## src/design/sma_pkg.sv

```systemverilog
// Shared types and constants for the simple moving average block.
// No dependencies.
package sma_pkg;

  localparam int SAMPLE_W = 32;
  localparam int WL_W     = 7;
  localparam logic [WL_W-1:0] WL_RESET = 7'd5;

  typedef struct packed {
    logic signed [SAMPLE_W-1:0] sample;
    logic                       start_of_series;
  } in_t;

  typedef struct packed {
    logic signed [SAMPLE_W-1:0] average_value;
    logic                       is_average;
  } out_t;

  typedef enum logic [5:0] {
    S_IDLE = 6'b000001,
    S_ACC  = 6'b000010,
    S_NEG  = 6'b000100,
    S_DIV  = 6'b001000,
    S_FIX  = 6'b010000,
    S_OUT  = 6'b100000
  } state_t;

endpackage

```

## src/design/simple_moving_average.sv

```systemverilog
// Simple moving average over signed Q15.16 samples, one result per sample.
// Depends on sma_pkg and sma_ram.
//
// Each sample is stored in a ring RAM of MAX_WINDOW entries. While the sample's
// index in the series is below the window length n, the sample is passed through
// (is_average = 0) and the next sample may follow as soon as the passed sample
// has been transferred out. Otherwise the last n samples are read back one per cycle through the
// RAM's single read port and summed, then the sum is divided by n with one
// quotient bit per cycle; accumulate, sign handling and divide all share one
// adder. in_ready stays low until the result has been transferred out.
// window_length 0 acts as 1, values above MAX_WINDOW act as MAX_WINDOW, and it
// must only be written while the block is idle.
module simple_moving_average #(
  parameter int MAX_WINDOW = 64
) (
  input  logic                           clk,
  input  logic                           rst,
  input  logic                           in_valid,
  output logic                           in_ready,
  input  sma_pkg::in_t                   in_data,
  output logic                           out_valid,
  input  logic                           out_ready,
  output sma_pkg::out_t                  out_data,
  input  logic                           cfg_valid,
  output logic                           cfg_ready,
  input  logic [sma_pkg::WL_W-1:0]       cfg_data
);

  localparam int AW  = $clog2(MAX_WINDOW);
  localparam int EW  = $clog2(MAX_WINDOW + 1);
  localparam int SW  = sma_pkg::SAMPLE_W + AW;
  localparam int ADW = SW + 1;
  localparam int DCW = $clog2(SW + 1);

  sma_pkg::state_t state;

  logic [sma_pkg::WL_W-1:0] window_length;
  logic [AW-1:0]            write_pointer;
  logic [EW-1:0]            seen_count;
  logic [AW-1:0]            rd_ptr;
  logic [EW-1:0]            issue_cnt;
  logic                     data_vld;
  logic [SW-1:0]            acc;
  logic [EW-1:0]            rem;
  logic [EW-1:0]            n_q;
  logic                     neg;
  logic [DCW-1:0]           div_cnt;

  logic [EW-1:0]                 eff_len;
  logic [EW-1:0]                 idx;
  logic                          pass;
  logic                          in_xfer;
  logic                          issuing;
  logic [EW:0]                   rem_sh;
  logic [sma_pkg::SAMPLE_W-1:0]  rdata;
  logic [ADW-1:0]                add_a;
  logic [ADW-1:0]                add_b;
  logic                          add_sub;
  logic [ADW-1:0]                add_sum;

  assign in_ready  = (state == sma_pkg::S_IDLE);
  assign cfg_ready = 1'b1;
  assign in_xfer   = in_valid && in_ready;
  assign issuing   = (issue_cnt != n_q);
  assign rem_sh    = {rem, acc[SW-1]};

  always_comb begin
    if (window_length == '0) begin
      eff_len = EW'(1);
    end else if (32'(window_length) > 32'(MAX_WINDOW)) begin
      eff_len = EW'(MAX_WINDOW);
    end else begin
      eff_len = EW'(window_length);
    end
  end

  assign idx  = in_data.start_of_series ? '0 : seen_count;
  assign pass = (idx < eff_len);

  sma_ram #(
    .WIDTH(sma_pkg::SAMPLE_W),
    .DEPTH(MAX_WINDOW)
  ) u_ring (
    .clk  (clk),
    .we   (in_xfer),
    .waddr(write_pointer),
    .wdata(in_data.sample),
    .raddr(rd_ptr),
    .rdata(rdata)
  );

  // shared adder: accumulate, negate, trial subtract
  always_comb begin
    add_a   = '0;
    add_b   = '0;
    add_sub = 1'b0;
    case (state)
      sma_pkg::S_ACC: begin
        add_a = {acc[SW-1], acc};
        add_b = {{(ADW-sma_pkg::SAMPLE_W){rdata[sma_pkg::SAMPLE_W-1]}}, rdata};
      end
      sma_pkg::S_NEG: begin
        add_b   = {acc[SW-1], acc};
        add_sub = 1'b1;
      end
      sma_pkg::S_DIV: begin
        add_a   = {{(ADW-EW-1){1'b0}}, rem_sh};
        add_b   = {{(ADW-EW){1'b0}}, n_q};
        add_sub = 1'b1;
      end
      sma_pkg::S_FIX: begin
        add_b   = {{(ADW-SW){1'b0}}, acc};
        add_sub = 1'b1;
      end
      default: begin
        add_sub = 1'b0;
      end
    endcase
  end

  assign add_sum = add_a + (add_sub ? ~add_b : add_b) + ADW'(add_sub);

  // control
  always_ff @(posedge clk) begin
    if (rst) begin
      state         <= sma_pkg::S_IDLE;
      out_valid     <= 1'b0;
      window_length <= sma_pkg::WL_RESET;
      write_pointer <= '0;
      seen_count    <= '0;
      issue_cnt     <= '0;
      data_vld      <= 1'b0;
      div_cnt       <= '0;
    end else begin
      if (cfg_valid) begin
        window_length <= cfg_data;
      end
      case (state)
        sma_pkg::S_IDLE: begin
          if (in_xfer) begin
            write_pointer <= (write_pointer == AW'(MAX_WINDOW - 1)) ? '0
                                                                    : write_pointer + 1'b1;
            seen_count    <= (idx == EW'(MAX_WINDOW)) ? idx : idx + 1'b1;
            issue_cnt     <= '0;
            data_vld      <= 1'b0;
            if (pass) begin
              out_valid <= 1'b1;
              state     <= sma_pkg::S_OUT;
            end else begin
              state <= sma_pkg::S_ACC;
            end
          end
        end
        sma_pkg::S_ACC: begin
          if (issuing) begin
            issue_cnt <= issue_cnt + 1'b1;
          end
          data_vld <= issuing;
          if (!issuing && !data_vld) begin
            state <= sma_pkg::S_NEG;
          end
        end
        sma_pkg::S_NEG: begin
          div_cnt <= '0;
          state   <= sma_pkg::S_DIV;
        end
        sma_pkg::S_DIV: begin
          if (div_cnt == DCW'(SW - 1)) begin
            state <= sma_pkg::S_FIX;
          end else begin
            div_cnt <= div_cnt + 1'b1;
          end
        end
        sma_pkg::S_FIX: begin
          out_valid <= 1'b1;
          state     <= sma_pkg::S_OUT;
        end
        sma_pkg::S_OUT: begin
          if (out_ready) begin
            out_valid <= 1'b0;
            state     <= sma_pkg::S_IDLE;
          end
        end
        default: begin
          state <= sma_pkg::S_IDLE;
        end
      endcase
    end
  end

  // datapath
  always_ff @(posedge clk) begin
    case (state)
      sma_pkg::S_IDLE: begin
        if (in_xfer) begin
          rd_ptr <= write_pointer;
          acc    <= '0;
          n_q    <= eff_len;
          out_data.average_value <= in_data.sample;
          out_data.is_average    <= 1'b0;
        end
      end
      sma_pkg::S_ACC: begin
        if (issuing) begin
          rd_ptr <= (rd_ptr == '0) ? AW'(MAX_WINDOW - 1) : rd_ptr - 1'b1;
        end
        if (data_vld) begin
          acc <= add_sum[SW-1:0];
        end
      end
      sma_pkg::S_NEG: begin
        neg <= acc[SW-1];
        rem <= '0;
        if (acc[SW-1]) begin
          acc <= add_sum[SW-1:0];
        end
      end
      sma_pkg::S_DIV: begin
        // restoring step: sign of the trial subtract decides the quotient bit
        acc <= {acc[SW-2:0], ~add_sum[ADW-1]};
        rem <= add_sum[ADW-1] ? rem_sh[EW-1:0] : add_sum[EW-1:0];
      end
      sma_pkg::S_FIX: begin
        out_data.average_value <= neg ? add_sum[sma_pkg::SAMPLE_W-1:0]
                                      : acc[sma_pkg::SAMPLE_W-1:0];
        out_data.is_average    <= 1'b1;
      end
      default: begin
        rem <= rem;
      end
    endcase
  end

endmodule

```

## src/design/sma_ram.sv

```systemverilog
// Generic single-write, single-read RAM with registered read data.
// No dependencies.
module sma_ram #(
  parameter int WIDTH = 32,
  parameter int DEPTH = 64
) (
  input  logic                     clk,
  input  logic                     we,
  input  logic [$clog2(DEPTH)-1:0] waddr,
  input  logic [WIDTH-1:0]         wdata,
  input  logic [$clog2(DEPTH)-1:0] raddr,
  output logic [WIDTH-1:0]         rdata
);

  logic [WIDTH-1:0] mem [DEPTH];

  always_ff @(posedge clk) begin
    if (we) begin
      mem[waddr] <= wdata;
    end
    rdata <= mem[raddr];
  end

endmodule

```

## config.mk

```make
export PLATFORM = sky130hd
export DESIGN_NAME = simple_moving_average
export DESIGN_NICKNAME = d
export VERILOG_FILES = /design/src/design/sma_pkg.sv /design/src/design/simple_moving_average.sv /design/src/design/sma_ram.sv
export SDC_FILE = /design/constraint.sdc
export NUM_CORES = 2
export LEC_CHECK = 0
export BUFFER_PORTS_ARGS = -buffer_cell sky130_fd_sc_hd__buf_2
export CORE_AREA = 2 2 376 378
export DETAILED_ROUTE_END_ITERATION = 12
export DIE_AREA = 0 0 378 380
export MAX_ROUTING_LAYER = met4
export PLACE_DENSITY = 0.77
export SETUP_SLACK_MARGIN = 0.5
export SYNTH_ARGS = -nofsm -noshare
export SYNTH_HDL_FRONTEND = slang
export SYNTH_SLANG_ARGS = --single-unit
```

## constraint.sdc

```tcl
create_clock -name clk -period 5.7 [get_ports clk]
set_clock_uncertainty 0.1 [all_clocks]
set_input_delay 0.285 -clock clk [delete_from_list [all_inputs] [get_ports clk]]
set_output_delay 0.285 -clock clk [all_outputs]
set_load 0.01 [all_outputs]
```

; Word level (Yosys, flattened, before mapping)
; Memories as Yosys holds them, arrays and structs flattened. A register that Yosys moved wholly into a read port is not among the register bits.
; Index checks and enable logic that the tools add are counted.
[totals]
regBits = 133
ram_bits = 2048
input_bits = 45
out_inout_bits = 36
word_cells = 109
n_memories = 1
[op_classes]
n_addsub = 7
magnitude_cmp = 2
n_eq_ne = 19
mux = 41
n_bitwise = 2
reduce_logical = 21
[mem_list]
columns = memory, words, width, rd, rd_clocked_by_memory_dff, write_ports, line_no
row1 = u_ring.mem, 64, 32, 1, 1, 1, sma_ram.sv:15  ; logic [WIDTH-1:0] mem [DEPTH];
[op_table]
columns = cell, n
row1 = $pmux W39 S4, 1
row2 = $pmux W38 S4, 1
row3 = $mux W38, 3
row4 = $pmux W39 S2, 1
row5 = $pmux W33 S2, 1
row6 = $mux W6, 10
row7 = $mux W7, 7
row8 = $add A39 B1 Y39, 1
row9 = $add A39 B39 Y39, 1
row10 = $mux W39, 1
row11 = $not A39 Y39, 1
row12 = $pmux W6 S6, 1
row13 = $mux W33, 1
row14 = $mux W32, 1
row15 = $pmux W7 S2, 2
row16 = $pmux W6 S2, 2
row17 = $eq A6 B6 Y1 const B, 3
row18 = $add A7 B1 Y7 const B, 2
row19 = $ne A2 B2 Y1 const B, 7
row20 = $add A6 B1 Y6 const B, 2
row21 = $reduce_and A4 Y1, 3
row22 = $reduce_and A2 Y1, 4
row23 = $eq A7 B7 Y1 const B, 1
row24 = $gt A7 B7 Y1 const B, 1
row25 = other kinds (22), 34

; Logic depth before layout (Yosys ltp)
[depth]
ltp_word = 8
mapped_depth = 20
depth_no_buf = 17

; Modules after synthesis
; Synthesis repeated with hierarchy kept, for this count alone.
[unflattened]
hier_cells = 4368
hier_area_um2 = 87790.4
[modules_own_cells]
columns = module, n_inst, cells_per_inst, area_per_inst_um2, seq_area_each_um2
row1 = sma_ram, 1, 3324, 78515.3, 62139.6
row2 = simple_moving_average, 1, 1044, 9275.1, 3583.4

; Worst setup path before layout
; No wires, ideal clock.
[synth_path]
path_kind = register -> register
startpoint = register state[0]
endpoint = register rem[6], data pin
setup_ps = 265
arrival_time_ps = 4433
required_time_ps = 5335
setup_slack_ps = 902
stages_incl_launch_ff = 20
n_path_buf = 4
synth_period_minus_slack_ps = 4798
cell_sequence = dfxtp_1 -> buf_2 -> nor4b_2 -> and2_0 -> clkbuf_1 -> clkbuf_1 -> buf_1 -> a21oi_1 -> a221oi_1 -> ha_1 -> nor2b_1 -> o2111ai_1 -> a21oi_1 -> nor4_1 -> o31ai_1 -> a21oi_1 -> o41ai_2 -> xnor2_1 -> mux2i_1 -> nor2_1
[synth_via]
elab_chain_cells = 8
elab_cells_between_ends = 14
classes_between = add/sub (2) / eq/ne (4) / mux (6) / bitwise (1) / reduce/logical (1)
[synth_rtl]
columns = item, line_no
row1 = from (decl), simple_moving_average.sv:35  ; sma_pkg::state_t state;
row2 = from (signal assigned), simple_moving_average.sv:126  ; state <= sma_pkg::S_IDLE;
row3 = from (signal assigned), simple_moving_average.sv:148  ; state <= sma_pkg::S_OUT;
row4 = from (signal assigned), simple_moving_average.sv:150  ; state <= sma_pkg::S_ACC;
row5 = $eq A6 B5 Y1 (tied with other cells), simple_moving_average.sv:97  ; case (state)
row6 = $pmux W39 S4 or $reduce_or A3 Y1 (tied branches), -
row7 = $not A39 Y39 or $mux W1 (tied branches), "simple_moving_average.sv:121, simple_moving_average.sv:97"
row8 = $mux W39, simple_moving_average.sv:121  ; assign add_sum = add_a + (add_sub ? ~add_b : add_b) + ADW'(add_sub);
row9 = $add A39 B39 Y39, simple_moving_average.sv:121
row10 = $add A39 B1 Y39, simple_moving_average.sv:121
row11 = $mux W7, simple_moving_average.sv:221  ; rem <= add_sum[ADW-1] ? rem_sh[EW-1:0] : add_sum[EW-1:0];
row12 = $pmux W7 S2 *, simple_moving_average.sv:193  ; case (state)
row13 = to (signal assigned), simple_moving_average.sv:221
row14 = to (signal assigned), simple_moving_average.sv:229  ; rem <= rem;
row15 = to (decl), simple_moving_average.sv:44  ; logic [EW-1:0] rem;
; Every way passes the cells marked *; elsewhere a longest branch is shown, timed or not.
; A chain may end at the register's enable or synchronous reset.

; Worst setup path in the final report
[layout_path]
startpoint = register state[2]
endpoint = memory u_ring.mem[12][19], enable pin
[layout_via]
elab_chain_cells = 4
[layout_rtl]
columns = item, line_no
row1 = $eq A6 B1 Y1, simple_moving_average.sv:61  ; assign in_ready = (state == sma_pkg::S_IDLE);
row2 = $logic_and A1 B1 Y1, simple_moving_average.sv:63  ; assign in_xfer = in_valid && in_ready;
row3 = $mux W1, sma_ram.sv:18  ; if (we) begin
row4 = $mux W1 (implied by the code), sma_ram.sv:19  ; mem[waddr] <= wdata;
row5 = to (decl), sma_ram.sv:15
; Every way passes these cells.

==> results.md <==
* Status: finished, final reports clean
* CTS tree: built
* CTS Sinks at 2,213
* CP max stage delay at 1.24 ns
* Synthesized flop and latch total at 2,213
* Worst-path cell chain: nor4_1, nand3b_1, inv_1, nand2_1, inv_1, nand3_1, nor2_4, buf_4
* PwrDens at 436 nW/um2
* Synth area leaders: edfxtp_1 (73%), mux4_2 (17%), dfxtp_1 (1.7%)
* Synth Area per Inst at 21.7 um2
* Max-slew violations at 0
* GR peak layer: met2
* RSZ-0062 raised after global routing: false
* Most used cell, CP: inv_1
* Number of synthesized flops with an enable pin at 2,140
* Top_reg_cell synth: edfxtp_1
* Max_slew headroom at 0.154
* Final count of hold timing violations at 0
* Vias in the first global route at 45,120
* Nets at 4,406
* Post-synth cell types at 73
* Sequential area share after synthesis at 0.751
* R2R Path Start: state[2]
* Final Setup Violations at 0
* CTS root buffer: clkbuf_16
* Cells after synthesis at 4,035
* Vias at 44,412
* GR Util met3 at 0.0709
* Boundary pin count at 81
* Die W at 378 um
* Synth top area share at 0.735
* M1 GR Usage at 0.429
* Critical path capture point type: flip-flop
* Clk buf depth at 3
* # rows at 137
* Synth-to-layout area growth at 13.0%
* Total track usage at 0.326
* Clock-pin slew on the worst setup and hold paths at 0.06 ns
* Initial Util at 0.629
* Via-per-instance ratio at 6.97
* Hold wc startpoint: in_data[18]
* CP max-delay cell: nor2_4
* Routability cong. at 0.907
* F_max at 0.203 GHz
* Initial antenna violation count at 20
* Worst-skew pair later-pin latency at 0.84 ns
* Post-synth top area cell: edfxtp_1
* Cell total after placement at 5,925
* Critical path arrival at 5.35 ns
* Ys Warns at 0
* Share of cells above drive strength 1 at 0.291
* Die Height at 380 um
* Pleak at 31.7 nW
* Async SR Flop Fraction at 0
* H-Tree Depth at 4
* Post-synthesis net count at 4,132
* Min-Delay Path Class: input port to flip-flop
* Post-route ant nets at 0
* Cell Area, Synth at 87,500 um2
* CP startpoint kind: flip-flop
* Drt drc at 0
* Fin Setup TNS at 0 ns
* Number of max-cap violations at 0
* Final WL at 223,000 um
* Total die area at 144,000 um2
* Critical Path RT at 6.11 ns
* DRT iter0 DRCs at 5,834
* DRT Pass-1 Iters at 6
* Core Area at 139,000 um2
* Layout Cells excl Fill at 6,371
* Final period utilization at 0.866
* Global-route met2 utilization at 0.517
* Critical path class: flip-flop to flip-flop
* Shortest period the worst path allows at 4.94 ns
* Total Power at 43.1 mW
* Worst-path fanout max at 22
* GR Overflow Total at 0
* # port buffers at 79
* Worst-Margin Slew at 1.27 ns
* Final Util at 0.710
* Pin count of the biggest net entering global routing at 128
* Detailed-route wire length per cell at 35.0 um
* First-pass GRT wire length at 320,000 um
* Hpwl dp at 124,000 um
* Max IR drop VDD at 0.000336 V
* Inserted Clock Buffers at 208
* Critical Path Start: state[2]
## logic make-up (layout without fill, tap and decap cells)
kind of cell / count (synthesis) / after routing / synth area share
AO/OA/AOI/OAI: 329 / 329 / 0.0242
XOR/XNOR: 63 / 63 / 0.00631
adder cells (fa/ha/maj): 52 / 52 / 0.00752
buffers and inverters: 257 / 710 / 0.0112
flip-flops: 2213 / 2213 / 0.751
multiplexers: 709 / 709 / 0.177
other: 1 / 8 / 0.0000429
AND/OR/NAND/NOR: 411 / 411 / 0.0223
## critical path, delay by kind of cell, from the launching register on
family        cells  cell delay [ns]
simple gates      5             3.28
flops             1             0.42
buf+inv           3             0.79
## state kept, by name, summed over array words and instances, names as in the netlist
| register | flops |
|---|---|
| acc | 38 |
| data_vld | 1 |
| div_cnt | 6 |
| issue_cnt | 7 |
| n_q | 7 |
| neg | 1 |
| out_data | 33 |
| out_valid | 1 |
| rd_ptr | 6 |
| rem | 7 |
| seen_count | 7 |
| state | 6 |
| u_ring.mem | 2048 |
| u_ring.rdata | 32 |
| window_length | 7 |
| write_pointer | 6 |
## what timing repair did
action                                 CTS  global route
hold buffers                            47             0
resized for setup                        0             4
setup buffers                            0             3
setup endpoints to repair                0            20
endpoints found under the hold margin  553             0
## report_power, final
part | internal (mW) | switching (mW) | leakage [nW]
Clock | 8.13 | 6.01 | 3.39
Combinational | 4.61 | 5.20 | 8.37
Sequential | 18.5 | 0.622 | 19.9
Total | 31.2 | 11.8 | 31.7
## synth_stat cells, types with 5 or more instances
| cell type | count |
|---|---|
| and3_1 | 42 |
| ha_1 | 51 |
| o21a_1 | 9 |
| a211o_1 | 5 |
| xor2_1 | 31 |
| a31oi_1 | 10 |
| nand3b_1 | 9 |
| nand3_1 | 23 |
| nor2_1 | 138 |
| a22o_1 | 32 |
| edfxtp_1 | 2140 |
| a21oi_1 | 88 |
| o21ai_0 | 107 |
| nor3_1 | 14 |
| clkbuf_1 | 167 |
| nor4_1 | 7 |
| xnor2_1 | 32 |
| nand4_1 | 15 |
| nor2b_1 | 8 |
| buf_1 | 57 |
| mux4_2 | 672 |
| a21o_1 | 26 |
| nand2_1 | 117 |
| or3_1 | 7 |
| nand2b_1 | 9 |
| a221oi_1 | 7 |
| nor3b_1 | 6 |
| inv_1 | 27 |
| o21bai_1 | 9 |
| mux2i_1 | 36 |
| dfxtp_1 | 73 |
## area by class of cell
| type | count | area (um2) |
|---|---|---|
| Antenna cell | 7 | 17.5 |
| Clock buffer | 277 | 5710 |
| Clock inverter | 112 | 1250 |
| Fill cell | 7872 | 40300 |
| Inverter | 27 | 101 |
| Multi-Input combinational cell | 1565 | 21300 |
| Sequential cell | 2213 | 65700 |
| Tap cell | 1876 | 2350 |
| Timing Repair Buffer | 294 | 2430 |
## metrics by stage
step | instance area (um2) | hold WS [ns] | setup WS [ns]
6_report | 98900 | 0.0430 | 0.762
4_1_cts | 98800 | 0.00913 | 0.529
5_1_grt | 98900 | 0.0493 | 0.530
2_1_floorplan | 87500 | 0.284 | 0.902
3_3_place_gp | 91400 | 0.355 | 0.627
3_5_place_dp | 91400 | 0.366 | 0.539
## cell usage in the layout, fill, tap and decap left out, drive strengths merged, types with 73 or more instances in the layout
cell / Yosys / final
edfxtp: 2140 / 2140
mux4: 672 / 672
clkbuf: 168 / 277
buf: 62 / 247
nor2: 138 / 138
nand2: 117 / 117
o21ai: 108 / 108
a21oi: 88 / 88
clkinv: 0 / 77
dfxtp: 73 / 73
## routing by layer
| metal | share of wire | vias up |
|---|---|---|
| met2 | 0.51 | 2987 |
| met4 | 0.034 | 0 |
| met5 | 0 | - |
| met1 | 0.36 | 23419 |
| met3 | 0.10 | 457 |
| li1 | - | 17549 |
## path summary, 6_finish.rpt
check / to / slack (ns) / depth (start not counted)
worst max register to register: u_ring.mem[12][19] / 0.76 / 8
worst min-delay path: u_ring.mem[31][17] / 0.04 / 2
worst min register to register: data_vld / 0.38 / 2
worst max-delay path: u_ring.mem[12][19] / 0.76 / 8
Power figures use the tool's default switching activity.
